===== config.mk =====
export PLATFORM = sky130hd
export DESIGN_NAME = led_tile_pixel_scan_mapper
export DESIGN_NICKNAME = d
export VERILOG_FILES = /design/src/hdl/ltpsm_pkg.sv /design/src/hdl/led_tile_pixel_scan_mapper.sv
export SDC_FILE = /design/constraint.sdc
export NUM_CORES = 1
export LEC_CHECK = 0
export BUFFER_PORTS_ARGS = -buffer_cell sky130_fd_sc_hd__buf_2
export CORE_MARGIN = 2
export CORE_UTILIZATION = 50
export CTS_BUF_LIST = sky130_fd_sc_hd__clkbuf_16
export CTS_CLUSTER_SIZE = 10
export DETAILED_ROUTE_END_ITERATION = 10
export GPL_TIMING_DRIVEN = 1
export PLACE_DENSITY_LB_ADDON = 0.1
export SLEW_MARGIN = 15
export SYNTH_ARGS = -nofsm -noshare
export SYNTH_HDL_FRONTEND = slang
export SYNTH_SLANG_ARGS = --single-unit

===== constraint.sdc =====
create_clock -name clock -period 21.9 [get_ports clock]
set_clock_uncertainty 0.15 [all_clocks]
set_input_delay 4.38 -clock clock [delete_from_list [all_inputs] [get_ports clock]]
set_output_delay 4.38 -clock clock [all_outputs]
set_load 0.005 [all_outputs]

===== src/hdl/ltpsm_pkg.sv =====
// Package for the LED tile pixel scan mapper: register map, field widths, defaults.
package ltpsm_pkg;

   // default values of the top-level parameters
   localparam int HEADER_BYTES_DEFAULT = 24;
   localparam int DATA_BYTES_DEFAULT   = 512;
   localparam int ADDR_BITS_DEFAULT    = 24;
   localparam int MAX_TILE_DIM_DEFAULT = 32;

   // fixed field widths
   localparam int CSR_DATA_W = 32;
   localparam int CSR_ADDR_W = 5;
   localparam int MODE_W     = 1;
   localparam int DIM_REG_W  = 6;
   localparam int ADR_W      = 24;
   localparam int CHAN_W     = 4;
   localparam int OFFSET_W   = 10;
   localparam int PIXEL_BYTES = 3;

   // register index, byte address = 4 * index
   typedef enum logic [2:0] {
      REG_LAYOUT_MODE   = 3'd0,
      REG_TILE_WIDTH    = 3'd1,
      REG_TILE_HEIGHT   = 3'd2,
      REG_BASE_OFFSET   = 3'd3,
      REG_COLUMN_STRIDE = 3'd4,
      REG_ROW_STRIDE    = 3'd5,
      REG_START_CHANNEL = 3'd6
   } reg_index_type;

   // register reset values
   localparam logic [MODE_W-1:0]    LAYOUT_MODE_RESET   = 1'b0;
   localparam logic [DIM_REG_W-1:0] TILE_WIDTH_RESET    = 6'd12;
   localparam logic [DIM_REG_W-1:0] TILE_HEIGHT_RESET   = 6'd12;
   localparam logic [ADR_W-1:0]     BASE_OFFSET_RESET   = 24'd0;
   localparam logic [ADR_W-1:0]     COLUMN_STRIDE_RESET = 24'd3;
   localparam logic [ADR_W-1:0]     ROW_STRIDE_RESET    = 24'd0;
   localparam logic [CHAN_W-1:0]    START_CHANNEL_RESET = 4'd1;

endpackage


===== src/hdl/led_tile_pixel_scan_mapper.sv =====
// LED tile pixel scan mapper: scan counter, address/offset pipeline and register file.

// Each accepted request item yields one response item describing the next pixel of the
// tile scan (source byte address, packet, byte offset in the packet, end-of-frame flag);
// a set restart bit jumps to the first pixel of the frame before that pixel is produced,
// and any write to a mapped register also restarts the scan. One item is accepted per clock
// while req_stall is low; the first stage steps the scan position and registers the two
// stride products, the response register adds them onto the base address. Throughput is
// limited only by the response side; req_stall is raised when both stages hold items and
// the response register is stalled. Registers sit at byte address 4*index on the APB
// port, which never inserts wait states; write them only while no item is in flight.
module led_tile_pixel_scan_mapper
   import ltpsm_pkg::*;
#(
   parameter int HEADER_BYTES = HEADER_BYTES_DEFAULT,
   parameter int DATA_BYTES   = DATA_BYTES_DEFAULT,
   parameter int ADDR_BITS    = ADDR_BITS_DEFAULT,
   parameter int MAX_TILE_DIM = MAX_TILE_DIM_DEFAULT
) (
   input  logic                  clock,
   input  logic                  reset,
   // request channel
   input  logic                  req_valid,
   output logic                  req_stall,
   input  logic                  req_restart,
   // response channel
   output logic                  rsp_valid,
   input  logic                  rsp_stall,
   output logic [ADR_W-1:0]      rsp_source_address,
   output logic [CHAN_W-1:0]     rsp_dest_packet,
   output logic [OFFSET_W-1:0]   rsp_dest_offset,
   output logic                  rsp_offset_overflow,
   output logic                  rsp_last_of_frame,
   // register port
   input  logic                  psel,
   input  logic                  penable,
   input  logic                  pwrite,
   input  logic [CSR_ADDR_W-1:0] paddr,
   input  logic [CSR_DATA_W-1:0] pwdata,
   output logic [CSR_DATA_W-1:0] prdata,
   output logic                  pready
);

   localparam int POS_W = (MAX_TILE_DIM > 2) ? $clog2(MAX_TILE_DIM) : 1;
   localparam int DIM_W = $clog2(MAX_TILE_DIM + 1);
   localparam int PIH_W = $clog2(MAX_TILE_DIM * ((MAX_TILE_DIM + 1) / 2));
   localparam int PIX_LIMIT = DATA_BYTES / PIXEL_BYTES;
   localparam logic [63:0] ADDR_MASK_FULL = (64'd1 << ADDR_BITS) - 64'd1;
   localparam logic [ADR_W-1:0] ADDR_MASK = ADDR_MASK_FULL[ADR_W-1:0];

   typedef struct packed {
      logic [POS_W-1:0] col;
      logic [POS_W-1:0] row;
      logic             second_half;
      logic [PIH_W-1:0] pixel_in_half;
   } scan_pos_type;

   // ---------------- registers ----------------
   logic [MODE_W-1:0]    layout_mode_ff;
   logic [DIM_REG_W-1:0] tile_width_ff;
   logic [DIM_REG_W-1:0] tile_height_ff;
   logic [ADR_W-1:0]     base_offset_ff;
   logic [ADR_W-1:0]     column_stride_ff;
   logic [ADR_W-1:0]     row_stride_ff;
   logic [CHAN_W-1:0]    start_channel_ff;

   logic          csr_write;
   reg_index_type csr_index;
   logic          csr_known;

   assign pready    = 1'b1;
   assign csr_write = psel && penable && pwrite;
   assign csr_index = reg_index_type'(paddr[CSR_ADDR_W-1:2]);

   always_comb begin
      csr_known = 1'b1;
      prdata    = '0;
      unique case (csr_index)
         REG_LAYOUT_MODE:   prdata = CSR_DATA_W'(layout_mode_ff);
         REG_TILE_WIDTH:    prdata = CSR_DATA_W'(tile_width_ff);
         REG_TILE_HEIGHT:   prdata = CSR_DATA_W'(tile_height_ff);
         REG_BASE_OFFSET:   prdata = CSR_DATA_W'(base_offset_ff);
         REG_COLUMN_STRIDE: prdata = CSR_DATA_W'(column_stride_ff);
         REG_ROW_STRIDE:    prdata = CSR_DATA_W'(row_stride_ff);
         REG_START_CHANNEL: prdata = CSR_DATA_W'(start_channel_ff);
         default:           csr_known = 1'b0;
      endcase
   end

   always_ff @(posedge clock) begin
      if (reset) begin
         layout_mode_ff   <= LAYOUT_MODE_RESET;
         tile_width_ff    <= TILE_WIDTH_RESET;
         tile_height_ff   <= TILE_HEIGHT_RESET;
         base_offset_ff   <= BASE_OFFSET_RESET;
         column_stride_ff <= COLUMN_STRIDE_RESET;
         row_stride_ff    <= ROW_STRIDE_RESET;
         start_channel_ff <= START_CHANNEL_RESET;
      end else if (csr_write) begin
         case (csr_index)
            REG_LAYOUT_MODE:   layout_mode_ff   <= pwdata[MODE_W-1:0];
            REG_TILE_WIDTH:    tile_width_ff    <= pwdata[DIM_REG_W-1:0];
            REG_TILE_HEIGHT:   tile_height_ff   <= pwdata[DIM_REG_W-1:0];
            REG_BASE_OFFSET:   base_offset_ff   <= pwdata[ADR_W-1:0];
            REG_COLUMN_STRIDE: column_stride_ff <= pwdata[ADR_W-1:0];
            REG_ROW_STRIDE:    row_stride_ff    <= pwdata[ADR_W-1:0];
            REG_START_CHANNEL: start_channel_ff <= pwdata[CHAN_W-1:0];
            default:           ;
         endcase
      end
   end

   // ---------------- clamped dimensions ----------------
   logic [DIM_W-1:0] width;
   logic [DIM_W-1:0] height;

   always_comb begin
      if (tile_width_ff < DIM_REG_W'(2))
         width = DIM_W'(2);
      else if (32'(tile_width_ff) > 32'(MAX_TILE_DIM))
         width = DIM_W'(MAX_TILE_DIM);
      else
         width = DIM_W'(tile_width_ff);
      if (tile_height_ff < DIM_REG_W'(2))
         height = DIM_W'(2);
      else if (32'(tile_height_ff) > 32'(MAX_TILE_DIM))
         height = DIM_W'(MAX_TILE_DIM);
      else
         height = DIM_W'(tile_height_ff);
   end

   logic [POS_W-1:0] last_col;
   logic [POS_W-1:0] last_row;
   logic [POS_W-1:0] half_col;
   logic [POS_W-1:0] half_row;

   assign last_col = POS_W'(width - DIM_W'(1));
   assign last_row = POS_W'(height - DIM_W'(1));
   assign half_col = POS_W'(width >> 1);
   assign half_row = POS_W'(height >> 1);

   // ---------------- scan state ----------------
   scan_pos_type pos_ff;
   logic         restart_pending_ff;   // a register write forces the first pixel
   scan_pos_type first_pos;
   scan_pos_type cur_pos;
   scan_pos_type next_pos;
   logic         cur_last;
   logic         req_take;
   logic         s1_load_ok;

   always_comb begin
      first_pos = '0;
      if (layout_mode_ff == 1'b0) begin
         first_pos.col = last_col;
         first_pos.row = half_row - POS_W'(1);
      end else begin
         first_pos.col = '0;
         first_pos.row = last_row;
      end
   end

   assign cur_pos = (req_restart || restart_pending_ff) ? first_pos : pos_ff;

   always_comb begin
      if (!cur_pos.second_half)
         cur_last = 1'b0;
      else if (layout_mode_ff == 1'b0)
         cur_last = (cur_pos.col == '0) && (cur_pos.row == last_row);
      else
         cur_last = (cur_pos.col == last_col) && (cur_pos.row == '0);
   end

   always_comb begin
      next_pos = cur_pos;
      next_pos.pixel_in_half = cur_pos.pixel_in_half + PIH_W'(1);
      if (cur_last) begin
         next_pos = first_pos;
      end else if (layout_mode_ff == 1'b0) begin
         if (cur_pos.col != '0) begin
            next_pos.col = cur_pos.col - POS_W'(1);
         end else begin
            next_pos.col = last_col;
            if (cur_pos.second_half) begin
               next_pos.row = cur_pos.row + POS_W'(1);
            end else if (cur_pos.row == '0) begin
               // top half done, switch to the bottom half
               next_pos.row           = half_row;
               next_pos.second_half   = 1'b1;
               next_pos.pixel_in_half = '0;
            end else begin
               next_pos.row = cur_pos.row - POS_W'(1);
            end
         end
      end else begin
         if (cur_pos.col < (cur_pos.second_half ? last_col : half_col - POS_W'(1))) begin
            next_pos.col = cur_pos.col + POS_W'(1);
         end else if (cur_pos.row != '0) begin
            next_pos.col = cur_pos.second_half ? half_col : '0;
            next_pos.row = cur_pos.row - POS_W'(1);
         end else begin
            // left half done, switch to the right half
            next_pos.col           = half_col;
            next_pos.row           = last_row;
            next_pos.second_half   = 1'b1;
            next_pos.pixel_in_half = '0;
         end
      end
   end

   assign req_take  = req_valid && !req_stall;
   assign req_stall = !s1_load_ok;

   always_ff @(posedge clock) begin
      if (reset) begin
         pos_ff             <= '0;
         restart_pending_ff <= 1'b1;
      end else if (csr_write && csr_known) begin
         restart_pending_ff <= 1'b1;
      end else if (req_take) begin
         pos_ff             <= next_pos;
         restart_pending_ff <= 1'b0;
      end
   end

   // ---------------- stage 1: products and packet fields ----------------
   logic [PIH_W+1:0]    pix_bytes;
   logic                over_in;
   logic [ADR_W-1:0]    col_prod_in;
   logic [ADR_W-1:0]    row_prod_in;

   logic                s1_valid_ff;
   logic [ADR_W-1:0]    s1_col_prod_ff;
   logic [ADR_W-1:0]    s1_row_prod_ff;
   logic [CHAN_W-1:0]   s1_packet_ff;
   logic [OFFSET_W-1:0] s1_offset_ff;
   logic                s1_over_ff;
   logic                s1_last_ff;
   logic                out_load;

   assign pix_bytes   = (PIH_W+2)'({cur_pos.pixel_in_half, 1'b0})
                      + (PIH_W+2)'(cur_pos.pixel_in_half);
   assign over_in     = 32'(cur_pos.pixel_in_half) >= 32'(PIX_LIMIT);
   assign col_prod_in = ADR_W'(ADR_W'(cur_pos.col) * column_stride_ff);
   assign row_prod_in = ADR_W'(ADR_W'(cur_pos.row) * row_stride_ff);

   assign out_load   = s1_valid_ff && (!rsp_valid || !rsp_stall);
   assign s1_load_ok = !s1_valid_ff || out_load;

   always_ff @(posedge clock) begin
      if (reset) begin
         s1_valid_ff <= 1'b0;
      end else if (s1_load_ok) begin
         s1_valid_ff <= req_valid;
      end
      if (req_take) begin
         s1_col_prod_ff <= col_prod_in;
         s1_row_prod_ff <= row_prod_in;
         s1_packet_ff   <= start_channel_ff - CHAN_W'(1)
                         + CHAN_W'(cur_pos.second_half);
         s1_offset_ff   <= over_in ? '0
                         : OFFSET_W'(32'(HEADER_BYTES) + 32'(pix_bytes));
         s1_over_ff     <= over_in;
         s1_last_ff     <= cur_last;
      end
   end

   // ---------------- stage 2: address sum, response register ----------------
   logic rsp_valid_ff;

   assign rsp_valid = rsp_valid_ff;

   always_ff @(posedge clock) begin
      if (reset) begin
         rsp_valid_ff <= 1'b0;
      end else if (!rsp_valid_ff || !rsp_stall) begin
         rsp_valid_ff <= s1_valid_ff;
      end
      if (out_load) begin
         rsp_source_address  <= (base_offset_ff + s1_col_prod_ff + s1_row_prod_ff)
                              & ADDR_MASK;
         rsp_dest_packet     <= s1_packet_ff;
         rsp_dest_offset     <= s1_offset_ff;
         rsp_offset_overflow <= s1_over_ff;
         rsp_last_of_frame   <= s1_last_ff;
      end
   end

endmodule


# Yosys cells after proc, flatten, opt, wreduce, memory -nomap -nowiden
# Cells that the tools add are included.
op_classes:
  add_sub_neg: 15
  n_mul: 2
  magnitude_cmp: 6
  eq_ne: 8
  n_mux: 24
  bitwise: 1
  n_reduce_logical: 29
ops:
  columns: ["operator", "n"]
  rows:
  - ["24-bit case mux with 7 select lines", 1]
  - ["20-bit 2-to-1 mux", 3]
  - ["10-bit 2-to-1 mux", 5]
  - ["24-bit adder", 2]
  - ["5-bit by 24-bit multiplier with 24-bit output", 2]
  - ["15-bit 2-to-1 mux", 2]
  - ["5-bit 2-to-1 mux", 6]
  - ["5-bit by 1-bit subtractor with 5-bit output, second input constant", 6]
  - ["6-bit 2-to-1 mux", 4]
  - ["2-bit AND reduction", 8]
  - ["6-bit > comparator, second input constant", 2]
  - ["6-bit by 2-bit less-than comparator with 1-bit output, second input constant", 2]
  - ["10-bit by 9-bit adder with 10-bit output", 1]
  - ["5-bit by 1-bit adder with 5-bit output, second input constant", 2]
  - ["5-bit by 10-bit adder with 10-bit output, first input constant", 1]
  - ["5-bit equality test", 2]
  - ["5-bit logical NOT", 2]
  - ["5-bit nonzero test", 2]
  - ["9-bit by 1-bit adder with 9-bit output, second input constant", 1]
  - ["3-bit equality test, second input constant", 3]
  - ["9-bit by 8-bit greater-or-equal comparator with 1-bit output, second input constant", 1]
  - ["1-bit logical AND", 7]
  - ["7-bit OR reduction", 1]
  - ["3-bit by 2-bit equality test with 1-bit output, second input constant", 2]
  - ["other kinds (10)", 17]
word_totals:
  regBits: 216
  output_inout_bits: 75
  word_cells: 110

# Longest topological paths before layout
# Gate-level depths: netlist of the first run.
logic_depth:
  depth_word: 12
  mapped_depth: 27
  ltp_nobuf: 24

# Worst setup path before layout of the first run
# OpenSTA, ideal clock, no wires.
synth_path:
  kind: "input-to-output"
  start: "in paddr[2]"
  end: "out prdata[10]"
  t_arrival_ns: 5.809
  required_time_ns: 17.370
  slack_ns: 11.561
  path_stages: 5
  path_cell_list: "clkbuf_1 -> buf_1 -> buf_1 -> mux2i_1 -> o21ai_0"
synth_via:
  elab_chain_len: 2
  elab_cells_between_ends: 8
  classes_between: "eq/ne: 6; mux: 1; reduce/logical: 1"
synth_rtl:
  columns: ["element", "line_no", "source"]
  rows:
  - ["start, declared", "led_tile_pixel_scan_mapper.sv:38", "input logic [CSR_ADDR_W-1:0] paddr,"]
  - ["3-bit equality test, or another cell as far along", "led_tile_pixel_scan_mapper.sv:78", "unique case (csr_index)"]
  - ["24-bit case mux with 7 select lines *", "led_tile_pixel_scan_mapper.sv:78", null]
  - ["end, declared", "led_tile_pixel_scan_mapper.sv:40", "output logic [CSR_DATA_W-1:0] prdata,"]
# Mark *: on every way between the ends. The rest lies on a longest branch, timed or not.

# Worst setup path after layout of the first run
layout_path:
  start: "in paddr[2]"
  end: "out prdata[5]"
# The elaborated chain is that of the path after synthesis.

==> results of run 1 <==
routing by layer:
layer / routed length [um] / GRT usage
met2: 21600 / 0.425
met5: 16 / 0
met1: 21100 / 0.339
met3: 2590 / 0.0383
met4: 941 / 0.0598
area by class of cell:
type	instances	area, um^2
timing repair buffer	123	676
fill	3286	15900
sequential	216	5370
clock buffer	27	676
tap	461	577
antenna	1	2.50
multi-input combinational	1495	11600
clock inverter	23	108
inverter	207	777
state kept, by name, summed over array words and instances, names as in the netlist, 10 cells and up:
name                cells
base_offset_ff         24
column_stride_ff       24
pos_ff                 20
row_stride_ff          24
rsp_dest_offset        10
rsp_source_address     24
s1_col_prod_ff         24
s1_offset_ff           10
s1_row_prod_ff         24
stage by stage:
stage | std cells | cell area (um^2) | total power, uW | hold WS [ns] | utilization
after global placement | 2502 | 19000 | 599 | 0.253 | 0.533
after global routing | 2552 | 19800 | 1040 | 0.275 | 0.555
after floorplan | 2018 | 18100 | 559 | 0.250 | -
final | 2553 | 19800 | 995 | 0.267 | 0.555
after CTS | 2552 | 19800 | 1010 | 0.268 | 0.555
after detailed placement | 2502 | 19000 | 604 | 0.255 | 0.533
cells in the mapped netlist, drive strengths merged, types with 60 or more instances:
library cell | count | area share
nand2 | 314 | 0.065
inv | 206 | 0.043
a21oi | 150 | 0.042
fa | 143 | 0.16
and2 | 131 | 0.045
ha | 114 | 0.079
dfxtp | 112 | 0.12
edfxtp | 104 | 0.17
nor2 | 104 | 0.022
clkbuf | 74 | 0.015
xnor2 | 74 | 0.036
o21ai | 60 | 0.017
power groups by stage:
stage / logic [uW] / registers, uW / clock network, uW
floorplan: 98.6 / 461 / 0
global placement: 138 / 461 / 0
detailed placement: 142 / 462 / 0
CTS: 143 / 453 / 411
global route: 159 / 455 / 427
finish: 143 / 453 / 400
worst max-delay path: stages:
cell,delay (ns)
buf_2,0.08
buf_4,0.52
nor2b_1,0.39
a22oi_1,0.16
o22ai_1,0.41
buf_2,0.21
cell families (layout without fill, tap and decap cells):
group	count (synthesis)	after routing	synth area share
adders and majority gates	257	257	0.237
buffers and inverters	307	380	0.0671
and+or+nand+nor	711	711	0.188
other	2	10	0.000415
AOI/OAI and AO/OA	369	369	0.134
muxes	51	51	0.0294
DFF	216	216	0.296
xor gates and xnor gates	98	98	0.0481
worst max-delay path by stage:
stage | depth (start not counted) | endpoint | startpoint | slack [ns]
floorplan | 5 | prdata[10] | paddr[2] | 11.56
global placement | 6 | prdata[10] | paddr[2] | 10.92
detailed placement | 6 | prdata[10] | paddr[2] | 10.87
CTS | 6 | prdata[10] | paddr[2] | 10.87
global route | 6 | prdata[10] | paddr[2] | 11.14
finish | 6 | prdata[5] | paddr[2] | 11.20
==> flow_summary.toml, run 1 <==
[power_and_ir_drop]
p_clk_frac = 0.401
switching_share = 0.274
combPwrFrac = 0.143
powerDensity_mw_per_mm2 = 50.3
power_leakage_uw = 0.00882
power_frac_seq = 0.455
p_int_uw = 722
ir_drop_uv = 50.9
switchingPower_uw = 273

[floorplanning]
core-area_mm2 = 0.0357
io_pins = 120
dieHeight_um = 194
die_area_mm2 = 0.0378
dieWidth_um = 194
start_util = 0.508
rows = 69

[timing]
worst_slew_pin_slew_ns = 1.06
hold_viol_final = 0
setup_slack_ns = 11.20
rsz0062_at_grt = "false"
setup_tns_ns = 0
fmax_ghz = 0.0934
relSlewSlack = 0.275
setup_viol = 0
slew_violations = 0
period_share = 0.489
fin_crit_ns = 10.70

[clock_tree]
clkTransAtPathRegs_ns = 0.05
cts_tree = "done"
cts_root_buf = "clkbuf_16"
clkLatencyLatePin_ns = 0.57
cts_htree_levels = 1
cts_buffers = 27
clockBufferDepth = 3
cts-resized-gates = 0
numClockSinks = 216
hold_buffers = 0
cts_setup_buffers = 0

[placed_design]
io_buffers = 100
place_congestion = 0.886
place_hpwl_um = 33400
pre_cts_slack_ns = 10.87

[drt]
drc = 6
drtIter0Drc = 1118
via_count = 14300
finalWirelength_um = 46200
drt_pass1_iterations = 11
wire_per_inst_um = 18.1
drt.antenna.violating_nets = 0
viasPerCell = 5.60

[layout]
layout_common_cells = "nand2_1 (313), inv_1 (219), a21oi_1 (148)"
final_common_cell = "nand2_1"
syn2layout_area_growth_pct = 9.30
drive_gt1_frac = 0.100
nets = 2372

[setup_path]
arrival_ns = 6.17
rr_worst_depth = 22
cp-end-kind = "primary output"
start_kind = "primary input"
ff2ff_setup_slack_ns = 13.54
critPathRequiredTime_ns = 17.37
path_class = "in -> out"
rr_startpoint = "tile_height_ff[3]"
rr_endpoint = "s1_row_prod_ff[23]"
cp_max_fo = 39

[yosys]
yosysSeqAreaShare = 0.296
synthCells = 2011
ys_types = 92
ys_seq_elements = 216
yosys_warnings = 0
synth.cell_area_mm2 = 0.0181
synth_flop_cell = "dfxtp_1"
synth_edf_count = 104
async_flop_share = 0
synth_area_per_cell_um2 = 9.01

[hold_path]
worstHoldStart = "s1_offset_ff[5]"
holdPathEnd = "rsp_dest_offset[5]"
whs_path_depth = 0
hold_path_class = "reg -> reg"

[global_routing]
antenna_found_initial = 1
grt_max_degree = 80
first_global_vias = 14400
globalRouteTotalUtil = 0.251
grt-ovfl-total = 0
grt_pass1_wl_um = 76100

[outcome]
violations = "design-rule violations"
outcome = "complete, but fails checks"

[job]
maxCapViolCount = 0
No activity file was read; power rests on OpenSTA's default activity.
==> inputs of run 2 (changes only) <==
==> constraint.sdc (replaced) <==
create_clock -name clock -period 9.4 [get_ports clock]
set_clock_uncertainty 0.15 [all_clocks]
set_input_delay 1.88 -clock clock [delete_from_list [all_inputs] [get_ports clock]]
set_output_delay 1.88 -clock clock [all_outputs]
set_load 0.005 [all_outputs]
==> flow_summary.toml, run 2 (synthesized netlist as in run 1, its figures left out) <==
[drt]
routed-wl-met2_um = 21700
highest_layer = "met5"
drtIter0Drc = 953
drc = 14
wire_per_inst_um = 18.3
wl_met3_um = 2630
drt.antenna.violating_nets = 0
viasPerCell = 5.57
drt_pass1_iterations = 9
wl_met1_um = 21300
finalWirelength_um = 46700
via_count = 14200

[hold_path]
worstHoldStart = "s1_offset_ff[5]"
hold_path_class = "reg -> reg"
holdPathEnd = "rsp_dest_offset[5]"
whs_path_depth = 0

[setup_path]
ff2ff_setup_slack_ns = 1.40
cp-end-kind = "flop"
rr_worst_depth = 21
arrival_ns = 8.16
rr_startpoint = "tile_height_ff[3]"
rr_endpoint = "s1_row_prod_ff[23]"
critPathRequiredTime_ns = 9.56
start_kind = "flop"
cp_max_fo = 23
path_class = "reg -> reg"

[timing]
fin_crit_ns = 8.00
setup_slack_ns = 1.40
fmax_ghz = 0.125
rsz0062_at_grt = "false"
worst_slew_pin_slew_ns = 1.05
setup_tns_ns = 0
slew_violations = 0
relSlewSlack = 0.283
period_share = 0.851
setup_viol = 0
hold_viol_final = 0

[floorplanning]
die_area_mm2 = 0.0378
rows = 69
dieWidth_um = 194
dieHeight_um = 194
start_util = 0.508
io_pins = 120
core-area_mm2 = 0.0357

[power_and_ir_drop]
switching_share = 0.263
combPwrFrac = 0.136
power_leakage_uw = 0.00887
powerDensity_mw_per_mm2 = 122
p_clk_frac = 0.431
p_int_uw = 1800
switchingPower_uw = 641
power_frac_seq = 0.433
ir_drop_uv = 120

[placed_design]
place_congestion = 0.889
place_hpwl_um = 34000
io_buffers = 100
place_area_mm2 = 0.0190
pre_cts_slack_ns = 0.907

[layout]
layout_common_cells = "nand2_1 (313), inv_1 (217), a21oi_1 (148)"
n_fill_cell = 3261
nets = 2374
seq_area_mm2 = 0.00537
syn2layout_area_growth_pct = 9.96
drive_gt1_frac = 0.102
multiInputGateArea_mm2 = 0.0116
fin_area_mm2 = 0.0199
final_common_cell = "nand2_1"

[outcome]
violations = "design-rule violations"
outcome = "complete, but fails checks"

[clock_tree]
cts_htree_levels = 1
cts_buffers = 28
clkTransAtPathRegs_ns = 0.06
clkLatencyLatePin_ns = 0.56
clockBufferDepth = 3
hold_buffers = 0
cts_root_buf = "clkbuf_16"
numClockSinks = 216
cts_setup_buffers = 0
cts_tree = "done"
cts-resized-gates = 0

[global_routing]
grt_max_degree = 81
antenna_found_initial = 1
grt_pass1_wl_um = 76900
first_global_vias = 14400
grt-ovfl-total = 0
globalRouteTotalUtil = 0.255

[job]
maxCapViolCount = 0
==> run 2: final cells by class <==
class	count	share of cell area
inverter	207	0.0390
clock buffer	29	0.0364
clock inverter	23	0.00848
multi-input combinational	1495	0.583
antenna	1	0.000126
timing repair buffer	124	0.0343
sequential	216	0.269
tap	461	0.0290
==> run 2: how the worst max path moves through the flow <==
stage | startpoint | to | slack (ns) | depth (start not counted)
2_1_floorplan | req_restart | s1_col_prod_ff[23] | 1.85 | 22
3_3_place_gp | req_restart | s1_col_prod_ff[23] | 0.99 | 20
3_5_place_dp | req_restart | s1_col_prod_ff[23] | 0.91 | 20
4_1_cts | req_restart | s1_col_prod_ff[23] | 1.47 | 20
5_1_grt | tile_height_ff[3] | s1_row_prod_ff[23] | 0.87 | 21
6_report | tile_height_ff[3] | s1_row_prod_ff[23] | 1.40 | 21
==> run 2: through the flow <==
stage	instances	util	hold slack, ns	total power (uW)
2_1_floorplan	2018	-	0.250	1300
4_1_cts	2555	0.559	0.267	2460
5_1_grt	2555	0.559	0.280	2550
6_report	2556	0.559	0.266	2440
3_3_place_gp	2503	0.534	0.251	1400
3_5_place_dp	2503	0.534	0.255	1410
==> run 2: layer usage <==
metal,track usage,vias to the layer above
li1,-,6844
met1,0.353,6950
met2,0.418,377
met3,0.0333,73
met4,0.0783,2
met5,0,-
==> run 2: worst max-delay path, stage by stage (launching register included) <==
cell and delay [ns]:
dfxtp_1 0.55, nor3_1 0.09, o21ai_0 0.65, ha_1 0.42, or4b_2 0.60, o21ai_0 0.21, o221a_2 0.37, buf_4 0.33
and2_1 0.19, fa_1 0.42, fa_1 0.49, inv_1 0.05, fa_1 0.47, inv_1 0.04, ha_1 0.20, or4_1 0.53
a31oi_1 0.41, o21ai_0 0.34, o41ai_1 0.72, o2111ai_1 0.22, a21oi_1 0.21, xnor2_1 0.08
==> run 2: power by group through the flow <==
| stage | logic, uW | clock network, uW | registers, uW |
|---|---|---|---|
| after global placement | 324 | 0 | 1080 |
| after floorplan | 230 | 0 | 1070 |
| final | 332 | 1050 | 1060 |
| after CTS | 333 | 1070 | 1060 |
| after detailed placement | 331 | 0 | 1080 |
| after global routing | 372 | 1110 | 1060 |
==> inputs of run 3 (changes only) <==
--- a/config.mk
+++ b/config.mk
@@ -13,6 +13,7 @@
 export DETAILED_ROUTE_END_ITERATION = 10
 export GPL_TIMING_DRIVEN = 1
 export PLACE_DENSITY_LB_ADDON = 0.1
+export RECOVER_POWER = 100
 export SLEW_MARGIN = 15
 export SYNTH_ARGS = -nofsm -noshare
 export SYNTH_HDL_FRONTEND = slang
==> constraint.sdc (replaced) <==
create_clock -name clock -period 9.4 [get_ports clock]
set_clock_uncertainty 0.15 [all_clocks]
set_input_delay 0 -clock clock [delete_from_list [all_inputs] [get_ports clock]]
set_output_delay 0 -clock clock [all_outputs]
set_load 0.005 [all_outputs]
==> flow_summary.toml, run 3 (synthesized netlist as in run 1, its figures left out) <==
[floorplanning]
dieWidth_um = 194
die_area_mm2 = 0.0378
start_util = 0.508
core-area_mm2 = 0.0357
io_pins = 120
rows = 69
dieHeight_um = 194

[drt]
wire_per_inst_um = 18.1
drt.antenna.violating_nets = 0
via_count = 14400
viasPerCell = 5.57
finalWirelength_um = 47000
drt_pass1_iterations = 11
drc = 7
drtIter0Drc = 962

[timing]
setup_slack_ns = 1.01
relSlewSlack = -1.67
rsz0062_at_grt = "false"
slew_violations = 360
setup_tns_ns = 0
hold_viol_final = 0
setup_viol = 0
fmax_ghz = 0.119
period_share = 0.892
fin_crit_ns = 8.39
hold_ws_ns = 0.0726
worst_slew_pin_slew_ns = 4.01

[setup_path]
critPathRequiredTime_ns = 9.54
arrival_ns = 8.52
start_kind = "flop"
cp_max_fo = 26
path_class = "reg -> reg"
cp-end-kind = "flop"

[layout]
drive_gt1_frac = 0.0663
layout_common_cells = "nand2_1 (314), inv_1 (219), a21oi_1 (149)"
syn2layout_area_growth_pct = 10.5
fin_area_mm2 = 0.0200
nets = 2407
n_fill_cell = 3306
final_common_cell = "nand2_1"

[placed_design]
place_hpwl_um = 33400
io_buffers = 100
pre_cts_slack_ns = 1.46
place_area_mm2 = 0.0190
place_congestion = 0.862

[global_routing]
grt_pass1_wl_um = 76200
antenna_found_initial = 2
globalRouteTotalUtil = 0.252
first_global_vias = 14300
grt-ovfl-total = 0
grt_max_degree = 76

[power_and_ir_drop]
power_leakage_uw = 0.00878
total_power_uw = 2340
power_frac_seq = 0.452
switchingPower_uw = 634
p_int_uw = 1710
ir_drop_uv = 113
combPwrFrac = 0.145
p_clk_frac = 0.403
switching_share = 0.271
powerDensity_mw_per_mm2 = 117

[clock_tree]
clkLatencyLatePin_ns = 0.56
cts_setup_buffers = 0
cts_root_buf = "clkbuf_16"
clockBufferDepth = 3
cts_htree_levels = 1
numClockSinks = 216
clkTransAtPathRegs_ns = 0.06
cts_buffers = 27
cts_tree = "done"

[hold_path]
hold_path_class = "in -> reg"

[outcome]
violations = "design-rule violations, max-capacitance violations, max-slew violations"
outcome = "complete, but fails checks"

[job]
maxCapViolCount = 9
run 3: worst max-delay path, cell delays in order, from the launching register on:
cell and delay (ns):
dfxtp_1 0.53, nor3_1 0.09, o21ai_0 0.61, ha_1 0.39, or4b_2 0.59, o21ai_0 0.18
o221a_1 0.92, and2_1 0.25, fa_1 0.43, fa_1 0.49, inv_1 0.05, fa_1 0.47
inv_1 0.04, ha_1 0.33, nand3_1 0.11, o211ai_1 0.11, or4_1 0.47, a31oi_1 0.34
o21ai_0 0.30, o41ai_1 0.75, o2111ai_1 0.22, a21oi_1 0.20, xnor2_1 0.08
run 3: cell type report:
| cell class | count | area [um^2] | share of cell area |
|---|---|---|---|
| Clock inverter | 22 | 93.8 | 0.00469 |
| Antenna cell | 1 | 2.50 | 0.000125 |
| Multi-Input combinational cell | 1495 | 11600 | 0.577 |
| Inverter | 207 | 777 | 0.0388 |
| Clock buffer | 28 | 701 | 0.0350 |
| Tap cell | 461 | 577 | 0.0288 |
| Timing Repair Buffer | 158 | 943 | 0.0471 |
| Sequential cell | 216 | 5370 | 0.268 |
run 3: per-stage QoR:
stage / utilization / cells
floorplan: - / 2018
global placement: 0.533 / 2500
detailed placement: 0.533 / 2500
CTS: 0.566 / 2587
global route: 0.561 / 2588
finish: 0.561 / 2588
run 3: power by group through the flow:
stage               registers (uW)  logic (uW)  clock network (uW)
CTS                           1060         343                 969
global placement              1080         322                   0
detailed placement            1080         329                   0
finish                        1060         339                 942
global route                  1060         377                1000
floorplan                     1070         230                   0
run 3: worst paths after layout:
path | start | endpoint | slack [ns] | depth (start not counted)
min | req_restart | pos_ff[3] | 0.07 | 5
max | tile_height_ff[3] | s1_row_prod_ff[23] | 1.01 | 22
max reg2reg | tile_height_ff[3] | s1_row_prod_ff[23] | 1.01 | 22
min reg2reg | s1_offset_ff[5] | rsp_dest_offset[5] | 0.27 | 0
run 3: timing repair:
action,in CTS,in global routing
resized for setup,0,0
hold buffers,37,0
endpoints found under the hold margin,105,0
run 3: routing by layer:
layer  routed length, um  up-vias  global-route usage  share of wire
met5                   0        -                   0              0
met4                1050        0              0.0678          0.022
met3                2560       61              0.0312          0.055
met2               22100      370               0.429           0.47
met1               21200     7059               0.340           0.45
li1                    -     6916                   -              -
